**src/hw/rtl/baro_pressure_temp_compensation_macros.svh**
```systemverilog
// Assertion macros shared by the barometric compensation block.
`ifndef BARO_PRESSURE_TEMP_COMPENSATION_MACROS_SVH
`define BARO_PRESSURE_TEMP_COMPENSATION_MACROS_SVH

// Implication checked at every rising edge of clk, suspended while rst_n is low.
`define BARO_ASSERT_IMPL(lbl, ante, cons, msg) \
    lbl: assert property (@(posedge clk) disable iff (!rst_n) (ante) |-> (cons)) \
        else $error(msg);

// Invariant checked at every rising edge of clk, suspended while rst_n is low.
`define BARO_ASSERT_ALWAYS(lbl, expr, msg) \
    lbl: assert property (@(posedge clk) disable iff (!rst_n) (expr)) \
        else $error(msg);

`endif

```
**src/hw/rtl/baro_pkg.sv**
```systemverilog
// Types and constants shared by the barometric compensation pipeline.
`timescale 1ns / 1ps

package baro_pkg;

    localparam int RAW_W   = 24;
    localparam int COEFF_W = 16;
    localparam int DT_W    = RAW_W + 1;
    localparam int PROD_W  = 42;
    localparam int SQ_W    = 2 * DT_W;
    localparam int TEMP_W  = 20;
    localparam int WIDE_W  = 42;
    localparam int LO_W    = 21;
    localparam int PLO_W   = RAW_W + LO_W;
    localparam int PHI_W   = RAW_W + 1 + WIDE_W - LO_W;
    localparam int Q_W     = 48;
    localparam int PRES_W  = 32;

    localparam int IN_DATA_W  = 48;
    localparam int OUT_DATA_W = 56;

    localparam int SEG_STAGES = 3;
    localparam int PIPE_DEPTH = 3 * SEG_STAGES;
    localparam int OCC_W      = $clog2(PIPE_DEPTH + 1);

    localparam logic signed [TEMP_W-1:0] TEMP_REF = 20'sd2000;
    localparam logic signed [TEMP_W-1:0] TEMP_LOW = -20'sd1500;

    localparam int CFG_IDX_W = 3;
    localparam logic [CFG_IDX_W-1:0] REG_SENS_COEFF        = 3'd0;
    localparam logic [CFG_IDX_W-1:0] REG_OFFSET_COEFF      = 3'd1;
    localparam logic [CFG_IDX_W-1:0] REG_SENS_TEMP_COEFF   = 3'd2;
    localparam logic [CFG_IDX_W-1:0] REG_OFFSET_TEMP_COEFF = 3'd3;
    localparam logic [CFG_IDX_W-1:0] REG_REF_TEMP_RAW      = 3'd4;
    localparam logic [CFG_IDX_W-1:0] REG_TEMP_SLOPE_COEFF  = 3'd5;

    typedef struct packed {
        logic [COEFF_W-1:0] sens_coeff;
        logic [COEFF_W-1:0] offset_coeff;
        logic [COEFF_W-1:0] sens_temp_coeff;
        logic [COEFF_W-1:0] offset_temp_coeff;
        logic [COEFF_W-1:0] ref_temp_raw;
        logic [COEFF_W-1:0] temp_slope_coeff;
    } coeff_t;

    typedef struct packed {
        logic [RAW_W-1:0] temperature_raw;
        logic [RAW_W-1:0] pressure_raw;
    } sample_t;

    typedef struct packed {
        logic        [RAW_W-1:0]  d1;
        logic signed [TEMP_W-1:0] temp1;
        logic signed [TEMP_W-1:0] t2;
        logic signed [WIDE_W-1:0] off1;
        logic signed [WIDE_W-1:0] sens1;
    } first_t;

    typedef struct packed {
        logic        [RAW_W-1:0]  d1;
        logic signed [TEMP_W-1:0] temp;
        logic signed [WIDE_W-1:0] off;
        logic signed [WIDE_W-1:0] sens;
    } corr_t;

    typedef struct packed {
        logic signed [PRES_W-1:0] pres_pa;
        logic signed [TEMP_W-1:0] temp_centi;
    } result_t;

endpackage

```
**src/hw/rtl/baro_pres.sv**
```systemverilog
// Pressure stages: split raw pressure product, scaling and the result register.
`timescale 1ns / 1ps

module baro_pres (
    input  logic            clk,
    input  logic            rst_n,
    input  logic            in_valid,
    output logic            in_ready,
    input  baro_pkg::corr_t   in_data,
    output logic            out_valid,
    input  logic            out_ready,
    output baro_pkg::result_t out_data
);
    import baro_pkg::*;

    logic [SEG_STAGES-1:0] valid_reg;
    logic [SEG_STAGES-1:0] en;

    logic        [PLO_W-1:0]  p_lo_reg;
    logic signed [PHI_W-1:0]  p_hi_reg;
    logic        [PLO_W-1:0]  p_lo_next;
    logic signed [PHI_W-1:0]  p_hi_next;
    logic signed [TEMP_W-1:0] temp_s7_reg;
    logic signed [WIDE_W-1:0] off_s7_reg;

    logic signed [Q_W-1:0]    q_reg;
    logic signed [Q_W-1:0]    q_next;
    logic signed [TEMP_W-1:0] temp_s8_reg;

    result_t out_reg;
    result_t out_next;

    assign en[2]    = !valid_reg[2] || out_ready;
    assign en[1]    = !valid_reg[1] || en[2];
    assign en[0]    = !valid_reg[0] || en[1];
    assign in_ready = en[0];

    // The product is taken in two halves of the sensitivity; the high half
    // already sits at the 21-bit scaling position.
    assign p_lo_next = PLO_W'(in_data.d1) * PLO_W'(in_data.sens[LO_W-1:0]);
    assign p_hi_next = PHI_W'($signed({1'b0, in_data.d1}))
                     * PHI_W'($signed(in_data.sens[WIDE_W-1:LO_W]));

    assign q_next = Q_W'(p_hi_reg)
                  + Q_W'($signed({1'b0, p_lo_reg[PLO_W-1:LO_W]}))
                  - Q_W'(off_s7_reg);

    always_comb
    begin
        out_next.temp_centi = temp_s8_reg;
        out_next.pres_pa    = PRES_W'(q_reg >>> 15);
    end

    always_ff @(posedge clk or negedge rst_n)
    begin
        if (!rst_n)
        begin
            valid_reg <= '0;
        end
        else
        begin
            if (en[0])
            begin
                valid_reg[0] <= in_valid;
            end
            if (en[1])
            begin
                valid_reg[1] <= valid_reg[0];
            end
            if (en[2])
            begin
                valid_reg[2] <= valid_reg[1];
            end
        end
    end

    always_ff @(posedge clk)
    begin
        if (en[0])
        begin
            p_lo_reg    <= p_lo_next;
            p_hi_reg    <= p_hi_next;
            temp_s7_reg <= in_data.temp;
            off_s7_reg  <= in_data.off;
        end
        if (en[1])
        begin
            q_reg       <= q_next;
            temp_s8_reg <= temp_s7_reg;
        end
        if (en[2])
        begin
            out_reg <= out_next;
        end
    end

    assign out_valid = valid_reg[2];
    assign out_data  = out_reg;

endmodule

```
**config.mk**
```make
export PLATFORM = sky130hd
export DESIGN_NAME = baro_pres
export DESIGN_NICKNAME = d
export VERILOG_FILES = /design/src/hw/rtl/baro_pressure_temp_compensation_macros.svh /design/src/hw/rtl/baro_pkg.sv /design/src/hw/rtl/baro_pres.sv
export SDC_FILE = /design/constraint.sdc
export NUM_CORES = 2
export LEC_CHECK = 0
export ABC_AREA = 1
export BUFFER_PORTS_ARGS = -buffer_cell sky130_fd_sc_hd__buf_2
export CAP_MARGIN = 20
export CORE_MARGIN = 4
export CORE_UTILIZATION = 65
export CTS_CLUSTER_SIZE = 14
export DETAILED_ROUTE_END_ITERATION = 10
export GPL_TIMING_DRIVEN = 1
export PLACE_DENSITY_LB_ADDON = 0.25
export SYNTH_ARGS = -nofsm -noshare
export SYNTH_HDL_FRONTEND = slang
export SYNTH_SLANG_ARGS = --single-unit
```
**constraint.sdc**
```tcl
create_clock -name clk -period 16.15 [get_ports clk]
set_input_delay 1.615 -clock clk [delete_from_list [all_inputs] [get_ports clk]]
set_output_delay 1.615 -clock clk [all_outputs]
set_load 0.02 [all_outputs]
```
==> impl_results.md <==
* Share of layout cells above drive strength 1 at 5.303%
* Die Span Y at 276.3 um
* PostCTS Resize Cnt at 0
* Area of the multi-input gates at 32310 sq um
* Post-synthesis cell area at 46780 sq um
* Cells after synthesis at 5782
* Register Area at 7162 sq um
* Commonest non-fill, non-tap cell in the layout: inv_1
* First-iteration detailed-routing DRC count at 3123
* Effective utilization at floorplan at 65.56%
* Die Footprint at 76330 sq um
* DRC viols at 0
* PortBufs at 185
* Yosys top cell area share at 36.50%
* Xor/xnor share of the synthesized area at 1.236%
* Main combinational cell family by area after synthesis: adder cells
* Initial antenna violation count at 3
* Vias at 36910
* # clock sinks at 239
* WL/cell at 18.53 um
* Fmax at 127.5 MHz
* Final net count at 7198
* Post-Synth Adder-Cell Area at 47.28%
* Syn Nets at 7170
* Die Width at 276.3 um
* Slew Viols, Final at 0
* Hold Slack at 0.4138 ns
* CP required at 16.45 ns
* RR Startpoint: valid_reg[2]
* Ys async rst share at 1.255%
* YS warnings at 0
* Outcome: completed
* Setup_tns at 0 ns
* GRT Resource Usage Total at 33.68%
* Tcrit/Tclk final at 48.55%
* Final Critical Period at 7.840 ns
* Unrepaired setup endpoints after global routing: no
* Num rows at 98
* Top FF cell, synth: edfxtp_1
* Synth Area per Inst at 8.091 sq um
* Slew margin rel. at 18.49%
* Setup crit end kind: flip-flop
* Synth Register Bits at 239
* Num CTS Buffers at 24
* Drt total wl at 125600 um
* Critical Path AT at 8.14 ns
* Gp weighted congestion at 0.9683
* CTS clk-pin slew, worst paths at 0.06 ns
* Beginning of the worst hold path: temp_s7_reg[8]
* Multiplexer share of the synthesized area at 0%
* P&R area growth vs syn at 4.865%
* Clock skew at 0.01932 ns
* Max cap viols at 0
* Total setup buffers inserted after CTS at 0
* Sequential share of the synthesized area at 15.31%
* Synth cell types at 42
* Crit-path max FO at 42
* Via density per instance at 5.444
* Final hold viol count at 0
* Post-Synth Simple-Gate Area at 16.38%
* Crit path launch: in_data[123]
* Setup CP Type: primary input to flip-flop
* Hold crit path type: flip-flop to flip-flop
* Largest net degree at the start of global routing at 70
* DRT Pass-1 Iters at 6
* Vias in the first global route at 39280
* Core Footprint at 71360 sq um
* DP Wirelength at 99280 um
* Leading area contributor after synthesis: fa_1
* CTS H-Tree Depth at 1
* Post-synthesis compound-gate area fraction at 4.145%
* First-pass GRT wire length at 204600 um
* Max reg flops at 52
* Filler cells at 5942
* Worst-Skew Late Latency at 0.55 ns
* Root Buffer: clkbuf_16
* Slew @ Worst Pin at 1.223 ns
* Synth area leaders: fa_1 36%, edfxtp_1 15%, inv_1 14%
* CTS max path bufs at 3
* Highest-count cells in the layout ignoring fill and taps: 1739 x inv_1, 1452 x nand2_1, 853 x fa_1, 403 x ha_1, 254 x nor2_1
* Hold-fix buffers at CTS at 0
* TritonCTS clock tree: yes
* Final setup viols at 0
* EDFF count, synth at 236
* Worst setup SP type: primary input
* Antenna viol nets, final at 0
* Boundary Pins at 186
* Congestion Overflow GR at 0
-- layout make-up --
cell class | count | share of cell area (%)
antenna | 3 | 0.01530
clock buffer | 31 | 1.278
clock inverter | 12 | 0.2321
inverter | 1747 | 13.37
multi-input combinational | 3592 | 65.85
sequential | 239 | 14.60
tap | 950 | 2.423
timing repair buffer | 206 | 2.234
-- worst max-delay path, cell delays in order --
cell     delay (ns)
buf_2          0.81
nand2_1        0.21
fa_1           0.59
inv_1          0.06
fa_1           0.53
inv_1          0.05
fa_1           0.49
inv_1          0.05
fa_1           0.56
fa_1           0.43
fa_1           0.49
inv_1          0.05
fa_1           0.49
inv_1          0.05
ha_1           0.43
nand2_1        0.18
nor2_1         0.23
inv_1          0.07
nor2_1         0.20
inv_1          0.08
nor2_1         0.12
nand3_1        0.14
nand4_1        0.12
nand2_1        0.05
-- routing by layer --
metal / vias to the layer above / GRT usage [%] / part of all wire [%]
met3: 340 / 5.033 / 10
met2: 1873 / 55.25 / 46
met5: - / 0 / 0.010
met1: 17960 / 46.54 / 40
li1: 16740 / - / -
met4: 2 / 11.52 / 3.8
-- synthesized netlist by cell type (all sizes together), types with 18 or more instances --
cell    count
fa        853
nor3       24
o21a       26
nor2      270
xor2       46
o21bai     18
inv      1747
nand4      31
a21oi     168
o21ai     101
ha        403
nand2    1468
edfxtp    236
clkbuf    203
nand3     105
xnor2      20
-- per-stage QoR --
| step | util, % | instance area [sq um] | setup slack [ns] | instances |
|---|---|---|---|---|
| final | 68.75 | 49060 | 8.310 | 6780 |
| after floorplan | - | 46780 | 8.600 | 5782 |
| after detailed placement | 67.67 | 48290 | 7.821 | 6733 |
| after CTS | 68.71 | 49030 | 8.389 | 6776 |
| after global routing | 68.74 | 49060 | 7.893 | 6778 |
| after global placement | 67.67 | 48290 | 7.858 | 6733 |
-- worst paths after layout --
| check | endpoint | slack (ns) | depth (start not counted) |
|---|---|---|---|
| max | p_hi_reg[44] | 8.31 | 24 |
| min | temp_s8_reg[8] | 0.41 | 0 |
| max reg2reg | temp_s7_reg[10] | 12.73 | 6 |
| min reg2reg | temp_s8_reg[8] | 0.41 | 0 |
| max in group asynchronous | valid_reg[2] | 15.19 | 1 |
| min in group asynchronous | valid_reg[0] | 0.86 | 1 |
-- logic make-up (layout without fill, tap and decap cells) --
family          after synthesis  after routing
buf+inv                    1951           1996
simple gates               1924           1924
fa+ha+maj                  1256           1256
compound gates              346            346
flops                       239            239
xor+xnor                     66             66
other cells                   0              3
Power is left out: the tool's default activity adds up to more than one toggle a clock period on the data nets, which glitch-free logic cannot reach.
