### src/hw/rtl/baro_pressure_temp_compensation_macros.svh
// Assertion macros shared by the barometric compensation block.
`ifndef BARO_PRESSURE_TEMP_COMPENSATION_MACROS_SVH
`define BARO_PRESSURE_TEMP_COMPENSATION_MACROS_SVH

// Implication checked at every rising edge of clk, suspended while rst_n is low.
`define BARO_ASSERT_IMPL(lbl, ante, cons, msg) \
    lbl: assert property (@(posedge clk) disable iff (!rst_n) (ante) |-> (cons)) \
        else $error(msg);

// Invariant checked at every rising edge of clk, suspended while rst_n is low.
`define BARO_ASSERT_ALWAYS(lbl, expr, msg) \
    lbl: assert property (@(posedge clk) disable iff (!rst_n) (expr)) \
        else $error(msg);

`endif

### src/hw/rtl/baro_pkg.sv
// Types and constants shared by the barometric compensation pipeline.
`timescale 1ns / 1ps

package baro_pkg;

    localparam int RAW_W   = 24;
    localparam int COEFF_W = 16;
    localparam int DT_W    = RAW_W + 1;
    localparam int PROD_W  = 42;
    localparam int SQ_W    = 2 * DT_W;
    localparam int TEMP_W  = 20;
    localparam int WIDE_W  = 42;
    localparam int LO_W    = 21;
    localparam int PLO_W   = RAW_W + LO_W;
    localparam int PHI_W   = RAW_W + 1 + WIDE_W - LO_W;
    localparam int Q_W     = 48;
    localparam int PRES_W  = 32;

    localparam int IN_DATA_W  = 48;
    localparam int OUT_DATA_W = 56;

    localparam int SEG_STAGES = 3;
    localparam int PIPE_DEPTH = 3 * SEG_STAGES;
    localparam int OCC_W      = $clog2(PIPE_DEPTH + 1);

    localparam logic signed [TEMP_W-1:0] TEMP_REF = 20'sd2000;
    localparam logic signed [TEMP_W-1:0] TEMP_LOW = -20'sd1500;

    localparam int CFG_IDX_W = 3;
    localparam logic [CFG_IDX_W-1:0] REG_SENS_COEFF        = 3'd0;
    localparam logic [CFG_IDX_W-1:0] REG_OFFSET_COEFF      = 3'd1;
    localparam logic [CFG_IDX_W-1:0] REG_SENS_TEMP_COEFF   = 3'd2;
    localparam logic [CFG_IDX_W-1:0] REG_OFFSET_TEMP_COEFF = 3'd3;
    localparam logic [CFG_IDX_W-1:0] REG_REF_TEMP_RAW      = 3'd4;
    localparam logic [CFG_IDX_W-1:0] REG_TEMP_SLOPE_COEFF  = 3'd5;

    typedef struct packed {
        logic [COEFF_W-1:0] sens_coeff;
        logic [COEFF_W-1:0] offset_coeff;
        logic [COEFF_W-1:0] sens_temp_coeff;
        logic [COEFF_W-1:0] offset_temp_coeff;
        logic [COEFF_W-1:0] ref_temp_raw;
        logic [COEFF_W-1:0] temp_slope_coeff;
    } coeff_t;

    typedef struct packed {
        logic [RAW_W-1:0] temperature_raw;
        logic [RAW_W-1:0] pressure_raw;
    } sample_t;

    typedef struct packed {
        logic        [RAW_W-1:0]  d1;
        logic signed [TEMP_W-1:0] temp1;
        logic signed [TEMP_W-1:0] t2;
        logic signed [WIDE_W-1:0] off1;
        logic signed [WIDE_W-1:0] sens1;
    } first_t;

    typedef struct packed {
        logic        [RAW_W-1:0]  d1;
        logic signed [TEMP_W-1:0] temp;
        logic signed [WIDE_W-1:0] off;
        logic signed [WIDE_W-1:0] sens;
    } corr_t;

    typedef struct packed {
        logic signed [PRES_W-1:0] pres_pa;
        logic signed [TEMP_W-1:0] temp_centi;
    } result_t;

endpackage

### src/hw/rtl/baro_first.sv
// First-order stages: temperature difference, coefficient products, first-order terms.
`timescale 1ns / 1ps

module baro_first (
    input  logic            clk,
    input  logic            rst_n,
    input  baro_pkg::coeff_t  coeff,
    input  logic            in_valid,
    output logic            in_ready,
    input  baro_pkg::sample_t in_data,
    output logic            out_valid,
    input  logic            out_ready,
    output baro_pkg::first_t  out_data
);
    import baro_pkg::*;

    logic [SEG_STAGES-1:0] valid_reg;
    logic [SEG_STAGES-1:0] en;

    logic signed [DT_W-1:0]   dt_reg;
    logic signed [DT_W-1:0]   dt_next;
    logic        [RAW_W-1:0]  d1_s1_reg;

    logic signed [PROD_W-1:0] prod_temp_reg;
    logic signed [PROD_W-1:0] prod_off_reg;
    logic signed [PROD_W-1:0] prod_sens_reg;
    logic signed [SQ_W-1:0]   prod_dd_reg;
    logic signed [PROD_W-1:0] prod_temp_next;
    logic signed [PROD_W-1:0] prod_off_next;
    logic signed [PROD_W-1:0] prod_sens_next;
    logic signed [SQ_W-1:0]   prod_dd_next;
    logic        [RAW_W-1:0]  d1_s2_reg;

    first_t out_reg;
    first_t out_next;

    assign en[2]    = !valid_reg[2] || out_ready;
    assign en[1]    = !valid_reg[1] || en[2];
    assign en[0]    = !valid_reg[0] || en[1];
    assign in_ready = en[0];

    assign dt_next = $signed({1'b0, in_data.temperature_raw})
                   - $signed({1'b0, coeff.ref_temp_raw, 8'h00});

    assign prod_temp_next = PROD_W'(dt_reg)
                          * PROD_W'($signed({1'b0, coeff.temp_slope_coeff}));
    assign prod_off_next  = PROD_W'(dt_reg)
                          * PROD_W'($signed({1'b0, coeff.offset_temp_coeff}));
    assign prod_sens_next = PROD_W'(dt_reg)
                          * PROD_W'($signed({1'b0, coeff.sens_temp_coeff}));
    assign prod_dd_next   = SQ_W'(dt_reg) * SQ_W'(dt_reg);

    always_comb
    begin
        out_next.d1    = d1_s2_reg;
        out_next.temp1 = TEMP_W'(prod_temp_reg >>> 23) + TEMP_REF;
        out_next.t2    = TEMP_W'(prod_dd_reg >>> 31);
        out_next.off1  = $signed({10'b0, coeff.offset_coeff, 16'h0000})
                       + WIDE_W'(prod_off_reg >>> 7);
        out_next.sens1 = $signed({11'b0, coeff.sens_coeff, 15'h0000})
                       + WIDE_W'(prod_sens_reg >>> 8);
    end

    always_ff @(posedge clk or negedge rst_n)
    begin
        if (!rst_n)
        begin
            valid_reg <= '0;
        end
        else
        begin
            if (en[0])
            begin
                valid_reg[0] <= in_valid;
            end
            if (en[1])
            begin
                valid_reg[1] <= valid_reg[0];
            end
            if (en[2])
            begin
                valid_reg[2] <= valid_reg[1];
            end
        end
    end

    always_ff @(posedge clk)
    begin
        if (en[0])
        begin
            dt_reg    <= dt_next;
            d1_s1_reg <= in_data.pressure_raw;
        end
        if (en[1])
        begin
            prod_temp_reg <= prod_temp_next;
            prod_off_reg  <= prod_off_next;
            prod_sens_reg <= prod_sens_next;
            prod_dd_reg   <= prod_dd_next;
            d1_s2_reg     <= d1_s1_reg;
        end
        if (en[2])
        begin
            out_reg <= out_next;
        end
    end

    assign out_valid = valid_reg[2];
    assign out_data  = out_reg;

endmodule

### config.mk
export PLATFORM = sky130hd
export DESIGN_NAME = baro_first
export DESIGN_NICKNAME = d
export VERILOG_FILES = /design/src/hw/rtl/baro_pressure_temp_compensation_macros.svh /design/src/hw/rtl/baro_pkg.sv /design/src/hw/rtl/baro_first.sv
export SDC_FILE = /design/constraint.sdc
export NUM_CORES = 2
export LEC_CHECK = 0
export BUFFER_PORTS_ARGS = -buffer_cell sky130_fd_sc_hd__buf_2
export CORE_ASPECT_RATIO = 1.4
export CORE_MARGIN = 3
export CORE_UTILIZATION = 40
export CTS_BUF_LIST = sky130_fd_sc_hd__clkbuf_8
export CTS_CLUSTER_DIAMETER = 50
export CTS_CLUSTER_SIZE = 25
export DETAILED_ROUTE_END_ITERATION = 10
export HOLD_SLACK_MARGIN = 0.08
export PLACE_DENSITY = 0.63
export SYNTH_ARGS = -nofsm -noshare
export SYNTH_HDL_FRONTEND = slang
export SYNTH_SLANG_ARGS = --single-unit
### constraint.sdc
create_clock -name clk -period 9.83 [get_ports clk]
set_input_delay 1.966 -clock clk [delete_from_list [all_inputs] [get_ports clk]]
set_output_delay 1.966 -clock clk [all_outputs]
set_load 0.02 [all_outputs]
==> out/qor.tcl <==
set qor(min-delay-start) {prod_off_reg[10]$_DFFE_PP_}
set qor(end_kind) {register}
set qor(cts-htree-levels) 2
set qor(overall_routing_resource_usage) 0.200
set qor(coreArea_um2) 182000
set qor(cpLargestDelayFamily) {adder cells}
set qor(hold_viol) 0
set qor(initial_utilization) 0.403
set qor(holdPathEnd) {out_data[45]$_DFFE_PP_}
set qor(post_synthesis_register_bit_count) 317
set qor(critPathMostFrequentCell) {fa_1}
set qor(die-height_um) 512
set qor(hold-path-cell-count) 0
set qor(critPathRequiredTime_ns) 10.31
set qor(hold_buffers) 0
set qor(placement.io_buffers) 297
set qor(routabilityCongestion) 0.881
set qor(antenna_found_initial) 26
set qor(setup_repair_after_global_routing_missed_its_margin) {false}
set qor(worst_r2r_path_depth) 24
set qor(crit_path_top_delay_cell) {edfxtp_1}
set qor(fin_crit_sh) 0.888
set qor(worst_setup_path_start_kind) {register}
set qor(final_nets) 9882
set qor(via_count_of_the_routed_design) 48460
set qor(synthDistinctLibCells) 69
set qor(worst-setup-path-type) {reg2reg}
set qor(routedWlPerCell_um) 18.1
set qor(highest_count_cells_in_the_layout_ignoring_fill_and_taps) {inv_1, fa_1, nand2_1, and2_1, ha_1}
set qor(rows) 185
set qor(hpwl_um) 145000
set qor(drive_above_1_share) 0.0657
set qor(leading_cell_type_in_the_layout_fill_and_taps_excluded) {inv_1}
set qor(hold_class) {reg2reg}
set qor(synth_ff_type) {edfxtp_1}
set qor(synth_async_sr_flop_share) 0.00946
set qor(syn_inst_count) 7340
set qor(clock_tree_from_tritoncts) {built}
set qor(drt-total-wl_um) 180000
set qor(buffers_from_clock_root_to_sink_at_most) 3
set qor(clock_skew_ns) 0.0847
set qor(report.final.setup_viol) 0
set qor(critical_path.n_buffers_inverters) 6
set qor(grt_overflow_total) 0
set qor(io_pins) 298
set qor(setup.reg_to_reg.worst_slack_ns) 1.10
set qor(maximum_fanout_along_the_worst_path) 20
set qor(drcViolationCount) 0
set qor(first_pass_grt_wire_length_um) 298000
set qor(post_detailed_route_via_to_cell_ratio) 4.88
set qor(antenna_violating_nets_post_route) 0
set qor(maxCapViolations) 0
set qor(worstMarginPinSlew_ns) 1.26
set qor(clk-insertion-delay-late_ns) 0.78
set qor(pin_count_of_the_biggest_net_entering_global_routing) 133
set qor(final-max-slew-violation-count) 0
set qor(clkSinkCount) 317
set qor(max_reg_flops) 134
set qor(synth-edff-count) 314
set qor(outcome) {completed}
set qor(layout_min_cycle_time_ns) 8.73
set qor(cts-resized-gates) 0
set qor(detail_route.first_pass.iterations) 6
set qor(ys_seq_area_frac) 0.130
set qor(tns_ns) 0
set qor(drt_iter0_markers) 2250
set qor(synth.yosys.warnings) 0
set qor(max_stage_delay_ns) 1.18
set qor(timing.slew.headroom) 0.162
set qor(timing.critical_path.arrival_ns) 9.20
set qor(r2r_start) {dt_reg[8]$_DFFE_PP_}
set qor(synthesized_area_divided_by_synthesized_cell_count_um2) 9.97
set qor(fmaxAchievable_ghz) 0.115
set qor(numCtsBuffers) 44
set qor(chipWidth_um) 367
set qor(clk_pin_slew_worst_paths_ns) 0.13
set qor(syn_to_final_growth_pct) 7.04
set qor(cts_setup_buffers) 0
set qor(worst_r2r_endpoint) {prod_dd_reg[49]$_DFFE_PP_}
set qor(fp.dieArea_um2) 188000
set qor(cts_root_buf) {clkbuf_8}
set qor(timing.critical_path.cells) {inv_1 -> nor2_1 -> fa_1 -> fa_1 -> inv_1 -> fa_1 -> fa_1 -> inv_1 -> fa_1 -> fa_1 -> inv_1 -> fa_1 -> inv_1 -> ha_1 -> a21o_1 -> a21oi_1 -> o221ai_1 -> a2bb2oi_1 -> a31oi_1 -> o21a_1 -> o41ai_1 -> o21bai_1 -> xnor2_1 -> buf_4}
set qor(grt_pass1_vias) 56295
set qor(synthesis.area_um2) 73200
set qor(syn_nets) 9768
## layer usage
metal	part of all wire	routed length, µm	track usage	vias to the layer above
met1	0.38	68700	0.240	25207
met3	0.052	9360	0.0245	379
met2	0.53	94600	0.369	1400
li1	-	-	-	21466
met5	0.00023	42	0	-
met4	0.038	6850	0.0675	8
## cell type report
| cell class | count | area [µm²] |
|---|---|---|
| clock inverter | 37 | 477 |
| multi-input combinational | 4684 | 54800 |
| fill | 17396 | 103000 |
| timing repair buffer | 387 | 2250 |
| tap | 2431 | 3040 |
| antenna | 8 | 20.0 |
| sequential | 317 | 9500 |
| inverter | 2020 | 7580 |
| clock buffer | 44 | 606 |
## cell usage after synthesis, types with 8 or more instances
master    number  area, µm²
and4_1         8       70.1
a21o_1        57        428
nor2_1       131        492
a21boi_0      12       90.1
ha_1         504       6310
xnor2_1      132       1160
nor2b_1       35        219
inv_1       2020       7580
fa_1        1776      35600
nand4_1       15       93.8
o21bai_1       9       67.6
nand2_1      933       3500
o21ai_0       60        300
buf_4         14        105
nand3_1       24        120
clkbuf_1     305       1140
nand2b_1      20        125
nor3_1        29        145
edfxtp_1     314       9430
xor2_1        55        482
o21a_1        19        143
and3_1        16        100
a21oi_1      111        556
a31oi_1       10       62.6
and2_1       618       3870
## kinds of logic after synthesis
family | count (synthesis) | share of synthesized area
compound gates | 357 | 0.0324
xor+xnor | 187 | 0.0224
fa+ha+maj | 2280 | 0.572
buf+inv | 2339 | 0.121
flops | 317 | 0.130
mux | 3 | 0.000428
simple gates | 1857 | 0.122
## through the flow
step	cells	setup slack [ns]	area [µm²]	hold slack, ns	util
after global routing	9925	0.723	78300	0.438	0.431
after detailed placement	9839	1.10	77200	0.405	0.425
final	9928	1.10	78300	0.411	0.431
after CTS	9920	1.21	78300	0.420	0.431
after global placement	9839	1.10	77200	0.401	0.425
after floorplan	7340	1.79	73200	0.400	-
## worst max path at each step
stage                   startpoint                     endpoint  slack [ns]  cells after the start
2_1_floorplan            coeff[37]   prod_off_reg[36]$_DFFE_PP_        1.79                     25
3_3_place_gp             coeff[34]   prod_off_reg[36]$_DFFE_PP_        1.10                     24
3_5_place_dp             coeff[50]  prod_sens_reg[41]$_DFFE_PP_        1.10                     23
4_1_cts        dt_reg[8]$_DFFE_PP_    prod_dd_reg[49]$_DFFE_PP_        1.21                     24
5_1_grt        dt_reg[8]$_DFFE_PP_    prod_dd_reg[49]$_DFFE_PP_        0.72                     24
6_report       dt_reg[8]$_DFFE_PP_    prod_dd_reg[49]$_DFFE_PP_        1.10                     24
Power is not shown: default switching activity piles up to over one toggle a cycle in this logic, so the estimate is an artifact.
