## config.mk

```make
export PLATFORM = sky130hd
export DESIGN_NAME = baro_corr
export DESIGN_NICKNAME = d
export VERILOG_FILES = /design/src/hw/rtl/baro_pressure_temp_compensation_macros.svh /design/src/hw/rtl/baro_pkg.sv /design/src/hw/rtl/baro_corr.sv
export SDC_FILE = /design/constraint.sdc
export NUM_CORES = 2
export LEC_CHECK = 0
export ABC_AREA = 0
export BUFFER_PORTS_ARGS = -buffer_cell sky130_fd_sc_hd__buf_2
export CAP_MARGIN = 30
export CORE_UTILIZATION = 29
export DETAILED_ROUTE_END_ITERATION = 10
export GPL_ROUTABILITY_DRIVEN = 1
export GPL_TIMING_DRIVEN = 0
export HOLD_SLACK_MARGIN = 0.06
export PLACE_DENSITY = 0.54
export SYNTH_ARGS = -nofsm -noshare
export SYNTH_HDL_FRONTEND = slang
export SYNTH_SLANG_ARGS = --single-unit
```

## constraint.sdc

```tcl
create_clock -name clk -period 27.3 [get_ports clk]
set_input_delay 2.73 -clock clk [delete_from_list [all_inputs] [get_ports clk]]
set_output_delay 2.73 -clock clk [all_outputs]
set_load 0.005 [all_outputs]
```

## src/hw/rtl/baro_pressure_temp_compensation_macros.svh

```systemverilog
// Assertion macros shared by the barometric compensation block.
`ifndef BARO_PRESSURE_TEMP_COMPENSATION_MACROS_SVH
`define BARO_PRESSURE_TEMP_COMPENSATION_MACROS_SVH

// Implication checked at every rising edge of clk, suspended while rst_n is low.
`define BARO_ASSERT_IMPL(lbl, ante, cons, msg) \
    lbl: assert property (@(posedge clk) disable iff (!rst_n) (ante) |-> (cons)) \
        else $error(msg);

// Invariant checked at every rising edge of clk, suspended while rst_n is low.
`define BARO_ASSERT_ALWAYS(lbl, expr, msg) \
    lbl: assert property (@(posedge clk) disable iff (!rst_n) (expr)) \
        else $error(msg);

`endif

```

## src/hw/rtl/baro_pkg.sv

```systemverilog
// Types and constants shared by the barometric compensation pipeline.
`timescale 1ns / 1ps

package baro_pkg;

    localparam int RAW_W   = 24;
    localparam int COEFF_W = 16;
    localparam int DT_W    = RAW_W + 1;
    localparam int PROD_W  = 42;
    localparam int SQ_W    = 2 * DT_W;
    localparam int TEMP_W  = 20;
    localparam int WIDE_W  = 42;
    localparam int LO_W    = 21;
    localparam int PLO_W   = RAW_W + LO_W;
    localparam int PHI_W   = RAW_W + 1 + WIDE_W - LO_W;
    localparam int Q_W     = 48;
    localparam int PRES_W  = 32;

    localparam int IN_DATA_W  = 48;
    localparam int OUT_DATA_W = 56;

    localparam int SEG_STAGES = 3;
    localparam int PIPE_DEPTH = 3 * SEG_STAGES;
    localparam int OCC_W      = $clog2(PIPE_DEPTH + 1);

    localparam logic signed [TEMP_W-1:0] TEMP_REF = 20'sd2000;
    localparam logic signed [TEMP_W-1:0] TEMP_LOW = -20'sd1500;

    localparam int CFG_IDX_W = 3;
    localparam logic [CFG_IDX_W-1:0] REG_SENS_COEFF        = 3'd0;
    localparam logic [CFG_IDX_W-1:0] REG_OFFSET_COEFF      = 3'd1;
    localparam logic [CFG_IDX_W-1:0] REG_SENS_TEMP_COEFF   = 3'd2;
    localparam logic [CFG_IDX_W-1:0] REG_OFFSET_TEMP_COEFF = 3'd3;
    localparam logic [CFG_IDX_W-1:0] REG_REF_TEMP_RAW      = 3'd4;
    localparam logic [CFG_IDX_W-1:0] REG_TEMP_SLOPE_COEFF  = 3'd5;

    typedef struct packed {
        logic [COEFF_W-1:0] sens_coeff;
        logic [COEFF_W-1:0] offset_coeff;
        logic [COEFF_W-1:0] sens_temp_coeff;
        logic [COEFF_W-1:0] offset_temp_coeff;
        logic [COEFF_W-1:0] ref_temp_raw;
        logic [COEFF_W-1:0] temp_slope_coeff;
    } coeff_t;

    typedef struct packed {
        logic [RAW_W-1:0] temperature_raw;
        logic [RAW_W-1:0] pressure_raw;
    } sample_t;

    typedef struct packed {
        logic        [RAW_W-1:0]  d1;
        logic signed [TEMP_W-1:0] temp1;
        logic signed [TEMP_W-1:0] t2;
        logic signed [WIDE_W-1:0] off1;
        logic signed [WIDE_W-1:0] sens1;
    } first_t;

    typedef struct packed {
        logic        [RAW_W-1:0]  d1;
        logic signed [TEMP_W-1:0] temp;
        logic signed [WIDE_W-1:0] off;
        logic signed [WIDE_W-1:0] sens;
    } corr_t;

    typedef struct packed {
        logic signed [PRES_W-1:0] pres_pa;
        logic signed [TEMP_W-1:0] temp_centi;
    } result_t;

endpackage

```

## src/hw/rtl/baro_corr.sv

```systemverilog
// Second-order correction stages for temperatures below 20.00 and -15.00 degrees.
`timescale 1ns / 1ps

module baro_corr (
    input  logic            clk,
    input  logic            rst_n,
    input  logic            in_valid,
    output logic            in_ready,
    input  baro_pkg::first_t  in_data,
    output logic            out_valid,
    input  logic            out_ready,
    output baro_pkg::corr_t   out_data
);
    import baro_pkg::*;

    logic [SEG_STAGES-1:0] valid_reg;
    logic [SEG_STAGES-1:0] en;

    logic signed [TEMP_W-1:0] a_dist;
    logic signed [TEMP_W-1:0] b_dist;
    logic signed [WIDE_W-1:0] aa_reg;
    logic signed [WIDE_W-1:0] bb_reg;
    logic signed [WIDE_W-1:0] aa_next;
    logic signed [WIDE_W-1:0] bb_next;
    logic                     lt_ref_reg;
    logic                     lt_low_reg;
    first_t                   s4_reg;

    logic signed [WIDE_W-1:0] off2_base;
    logic signed [WIDE_W-1:0] sens2_base;
    logic signed [WIDE_W-1:0] off2_extra;
    logic signed [WIDE_W-1:0] sens2_extra;
    logic signed [WIDE_W-1:0] off2_reg;
    logic signed [WIDE_W-1:0] sens2_reg;
    logic signed [TEMP_W-1:0] t2g_reg;
    logic signed [WIDE_W-1:0] off2_next;
    logic signed [WIDE_W-1:0] sens2_next;
    logic signed [TEMP_W-1:0] t2g_next;
    first_t                   s5_reg;

    corr_t out_reg;
    corr_t out_next;

    assign en[2]    = !valid_reg[2] || out_ready;
    assign en[1]    = !valid_reg[1] || en[2];
    assign en[0]    = !valid_reg[0] || en[1];
    assign in_ready = en[0];

    assign a_dist  = in_data.temp1 - TEMP_REF;
    assign b_dist  = in_data.temp1 - TEMP_LOW;
    assign aa_next = WIDE_W'(a_dist) * WIDE_W'(a_dist);
    assign bb_next = WIDE_W'(b_dist) * WIDE_W'(b_dist);

    // Five halves and five quarters of a squared, then seven times and eleven halves of b squared below -15.00.
    assign off2_base   = ((aa_reg <<< 2) + aa_reg) >>> 1;
    assign sens2_base  = off2_base >>> 1;
    assign off2_extra  = (bb_reg <<< 3) - bb_reg;
    assign sens2_extra = ((bb_reg <<< 3) + (bb_reg <<< 1) + bb_reg) >>> 1;

    always_comb
    begin
        off2_next  = '0;
        sens2_next = '0;
        t2g_next   = '0;
        if (lt_ref_reg)
        begin
            t2g_next = s4_reg.t2;
            if (lt_low_reg)
            begin
                off2_next  = off2_base + off2_extra;
                sens2_next = sens2_base + sens2_extra;
            end
            else
            begin
                off2_next  = off2_base;
                sens2_next = sens2_base;
            end
        end
    end

    always_comb
    begin
        out_next.d1   = s5_reg.d1;
        out_next.temp = s5_reg.temp1 - t2g_reg;
        out_next.off  = s5_reg.off1 - off2_reg;
        out_next.sens = s5_reg.sens1 - sens2_reg;
    end

    always_ff @(posedge clk or negedge rst_n)
    begin
        if (!rst_n)
        begin
            valid_reg <= '0;
        end
        else
        begin
            if (en[0])
            begin
                valid_reg[0] <= in_valid;
            end
            if (en[1])
            begin
                valid_reg[1] <= valid_reg[0];
            end
            if (en[2])
            begin
                valid_reg[2] <= valid_reg[1];
            end
        end
    end

    always_ff @(posedge clk)
    begin
        if (en[0])
        begin
            aa_reg     <= aa_next;
            bb_reg     <= bb_next;
            lt_ref_reg <= in_data.temp1 < TEMP_REF;
            lt_low_reg <= in_data.temp1 < TEMP_LOW;
            s4_reg     <= in_data;
        end
        if (en[1])
        begin
            off2_reg  <= off2_next;
            sens2_reg <= sens2_next;
            t2g_reg   <= t2g_next;
            s5_reg    <= s4_reg;
        end
        if (en[2])
        begin
            out_reg <= out_next;
        end
    end

    assign out_valid = valid_reg[2];
    assign out_data  = out_reg;

endmodule

```

==> flow_results.xml <==
<?xml version="1.0" encoding="UTF-8"?>
<metrics>
  <group name="outcome">
    <metric name="status" unit="">complete, no violations</metric>
  </group>
  <group name="synth">
    <metric name="syn_avg_cell_area" unit="um2">10.6</metric>
    <metric name="leading_post_synthesis_cells_by_cell_area" unit="">edfxtp_1 29%, fa_1 28%, ha_1 9.9%</metric>
    <metric name="number_of_synthesized_flops_with_an_enable_pin" unit="">585</metric>
    <metric name="synth_warnings" unit="">0</metric>
    <metric name="synth_top_cells_by_count" unit="">1159 x inv_1, 849 x fa_1, 585 x edfxtp_1, 482 x ha_1, 396 x nand2_1</metric>
    <metric name="post-synth-top-area-fraction" unit="%">28.9</metric>
    <metric name="synth.lib_cells_used.distinct" unit="">79</metric>
    <metric name="synth-seq-cells" unit="">588</metric>
    <metric name="post-synth-top-count-cell" unit="">inv_1</metric>
    <metric name="mappedNetlistNets" unit="">7231</metric>
    <metric name="synth-main-ff-cell" unit="">edfxtp_1</metric>
    <metric name="synth_area_leader_cell" unit="">edfxtp_1</metric>
    <metric name="post_synth_inst_count" unit="">5748</metric>
    <metric name="synth.cell_area" unit="um2">60800</metric>
    <metric name="seq_area_frac_synth" unit="%">29.0</metric>
    <metric name="postSynth.asyncResetShare" unit="%">0.510</metric>
  </group>
  <group name="sta">
    <metric name="post_route_skew" unit="ps">19.5</metric>
    <metric name="hold_viol_final" unit="">0</metric>
    <metric name="fmax" unit="MHz">72.5</metric>
    <metric name="grt_setup_unrepaired" unit="">false</metric>
    <metric name="final_setup_violation_count" unit="">0</metric>
    <metric name="final_critical_path_share_of_the_clock_period" unit="%">50.5</metric>
    <metric name="max_slew_margin" unit="%">27.4</metric>
    <metric name="final_max_slew_viol_count" unit="">0</metric>
    <metric name="min_period" unit="ps">13790</metric>
    <metric name="worst-slew-pin-transition" unit="ps">1080</metric>
    <metric name="setup_tns" unit="ps">0</metric>
  </group>
  <group name="detailed_routing">
    <metric name="route.vias.total" unit="">41500</metric>
    <metric name="detail_route.wirelength" unit="um">164000</metric>
    <metric name="drtIter0Drc" unit="">2637</metric>
    <metric name="drt_drc_violations_left" unit="">0</metric>
    <metric name="via_density_per_instance" unit="">4.62</metric>
    <metric name="detail_route.first_pass.iterations" unit="">6</metric>
    <metric name="final_antenna_net_count" unit="">0</metric>
    <metric name="post_drt_wl_per_cell" unit="um">18.2</metric>
  </group>
  <group name="clocking">
    <metric name="clkTransAtPathRegs" unit="ps">70</metric>
    <metric name="clock-root-buffer" unit="">clkbuf_16</metric>
    <metric name="post_cts_buffers" unit="">0</metric>
    <metric name="cts_repair_resize_count" unit="">0</metric>
    <metric name="tritoncts" unit="">built</metric>
    <metric name="cts-root-to-sink-buffers" unit="">3</metric>
    <metric name="ctsHoldBuffers" unit="">0</metric>
    <metric name="clock_latency" unit="ps">660</metric>
    <metric name="cts.sinks" unit="">588</metric>
    <metric name="cts_buffers" unit="">59</metric>
    <metric name="cts_htree_levels" unit="">2</metric>
  </group>
  <group name="setup_path">
    <metric name="path_max_fanout" unit="">10</metric>
    <metric name="slowest_delay" unit="ps">620</metric>
    <metric name="critical_path_arrival" unit="ps">14190</metric>
    <metric name="timing.critical_path.max_delay_family" unit="">adder cells</metric>
    <metric name="cp_slowest_cell" unit="">o41ai_1</metric>
    <metric name="r2r-end" unit="">off2_reg[39]</metric>
    <metric name="timing.critical_path.required" unit="ps">27700</metric>
    <metric name="timing.reg2reg.setup_slack" unit="ps">19810</metric>
    <metric name="critPathKind" unit="">in -&gt; reg</metric>
    <metric name="critical_path.n_buffers_inverters" unit="">14</metric>
    <metric name="number_of_cell_instances_on_the_worst_register_to_register_path" unit="">23</metric>
    <metric name="worstSetupEndpointType" unit="">register</metric>
    <metric name="worstReg2RegStart" unit="">aa_reg[2]</metric>
    <metric name="start_kind" unit="">input pin</metric>
  </group>
  <group name="worst_hold_path">
    <metric name="worstHoldStart" unit="">s4_reg[68]</metric>
    <metric name="hold_end" unit="">s5_reg[68]</metric>
    <metric name="worstHoldPathType" unit="">reg -&gt; reg</metric>
    <metric name="worstHoldPathCells" unit="">0</metric>
  </group>
  <group name="finish">
    <metric name="largest_reg_flops" unit="">147</metric>
    <metric name="area.growth.synth_to_final" unit="%">12.5</metric>
    <metric name="layout-drive-gt1-share" unit="%">7.43</metric>
    <metric name="nets" unit="">7628</metric>
  </group>
  <group name="grt">
    <metric name="globalRoute.totalOverflow" unit="">0</metric>
    <metric name="antenna_found_initial" unit="">18</metric>
    <metric name="globalRouteTotalUtil" unit="%">15.5</metric>
    <metric name="wire_length_of_the_first_global_routing_pass" unit="um">255000</metric>
    <metric name="grt_pass1_vias" unit="">44400</metric>
    <metric name="maximum_number_of_pins_on_one_net_before_global_route_repair" unit="">62</metric>
  </group>
  <group name="floorplan">
    <metric name="die_w" unit="um">460</metric>
    <metric name="ios" unit="">282</metric>
    <metric name="core.rowCount" unit="">167</metric>
    <metric name="die_outline_area" unit="um2">211000</metric>
    <metric name="die_y" unit="um">460</metric>
    <metric name="core_area" unit="um2">208000</metric>
    <metric name="initial_core_util" unit="%">29.3</metric>
  </group>
  <group name="place">
    <metric name="post-dp-hpwl" unit="um">137000</metric>
    <metric name="gp_congestion" unit="">0.915</metric>
    <metric name="numPortBuffers" unit="">281</metric>
  </group>
  <group name="job">
    <metric name="timing.max_cap.violations" unit="">0</metric>
  </group>
</metrics>
## area by class of cell
type | count | area, um2
diodes | 3 | 7.51
plain buffers | 119 | 448
clock buffers | 67 | 1510
clock inverters | 41 | 350
fillers | 21100 | 139000
inverters | 1168 | 4380
multi-input cells | 3873 | 38300
flip-flops and latches | 588 | 17600
well taps | 2788 | 3490
repair buffers | 336 | 2250
## worst register-to-register path: cells and delay by family (launching register included)
family,cells,cell delay [ps]
buf+inv,1,190
simple gates,4,590
flops,1,630
compound gates,13,3680
xor+xnor,2,810
fa+ha+maj,3,1340
## placed cells by master, fill, tap and decap left out, drive strengths merged, types with 13 or more instances in the layout
cell type	netlist	final
o31ai	17	17
or3	19	19
nand3	69	69
a21o	167	167
edfxtp	585	585
a211oi	43	43
a21oi	295	295
o21ai	159	159
nand2b	53	53
o211ai	20	20
inv	1160	1166
nor3	49	49
a21boi	29	29
fa	849	849
clkinv	8	32
clkbuf	112	179
nand2	396	396
xnor2	263	263
or2	13	13
o22ai	16	16
nor2	299	299
nor2b	64	64
o21a	51	51
and2	112	112
buf	7	343
and3	34	34
ha	482	482
xor2	100	100
o21bai	48	48
a31oi	39	39
nand4	25	25
## cells by family (layout without fill, tap and decap cells)
family / Yosys count / after routing / synth area share (%)
adders and majority gates: 1331 / 1331 / 37.9
buffers and inverters: 1287 / 1731 / 7.95
and+or+nand+nor: 1170 / 1170 / 9.03
AOI/OAI and AO/OA: 1003 / 1003 / 10.8
DFF: 588 / 588 / 29.0
xor gates and xnor gates: 363 / 363 / 5.23
muxes: 5 / 5 / 0.0823
other: 1 / 4 / 0.00617
## routing by layer
layer  global-route usage (%)  wire, um
met1                     19.7     70400
met3                     1.72      8210
met2                     26.8     78000
met4                     5.90      6760
met5                        0       145
## how the worst max path moves through the flow
stage                            start          to  slack [ps]  depth (start not counted)
final                     in_data[106]  bb_reg[40]       13510                         40
after global routing      in_data[106]  bb_reg[40]       12920                         40
after CTS                 in_data[106]  bb_reg[40]       13490                         40
after detailed placement  in_data[106]  bb_reg[40]       12840                         40
after global placement       out_ready    in_ready        8390                          3
after floorplan              out_ready   aa_reg[0]       15520                          1
## stage by stage
| stage | utilization, % | hold WS (ps) | area (um2) | setup WS [ps] | cells |
|---|---|---|---|---|---|
| after floorplan | - | 400 | 60800 | 15520 | 5748 |
| after global placement | 31.6 | 400 | 65700 | 8390 | 8817 |
| after detailed placement | 32.0 | 405 | 66500 | 12840 | 8871 |
| after CTS | 32.9 | 412 | 68400 | 13490 | 8979 |
| after global routing | 32.9 | 420 | 68400 | 12920 | 8980 |
| final | 32.9 | 409 | 68400 | 13510 | 8983 |
Power is left out: the tool's default activity adds up to more than one toggle a clock period on the data nets, which glitch-free logic cannot reach.
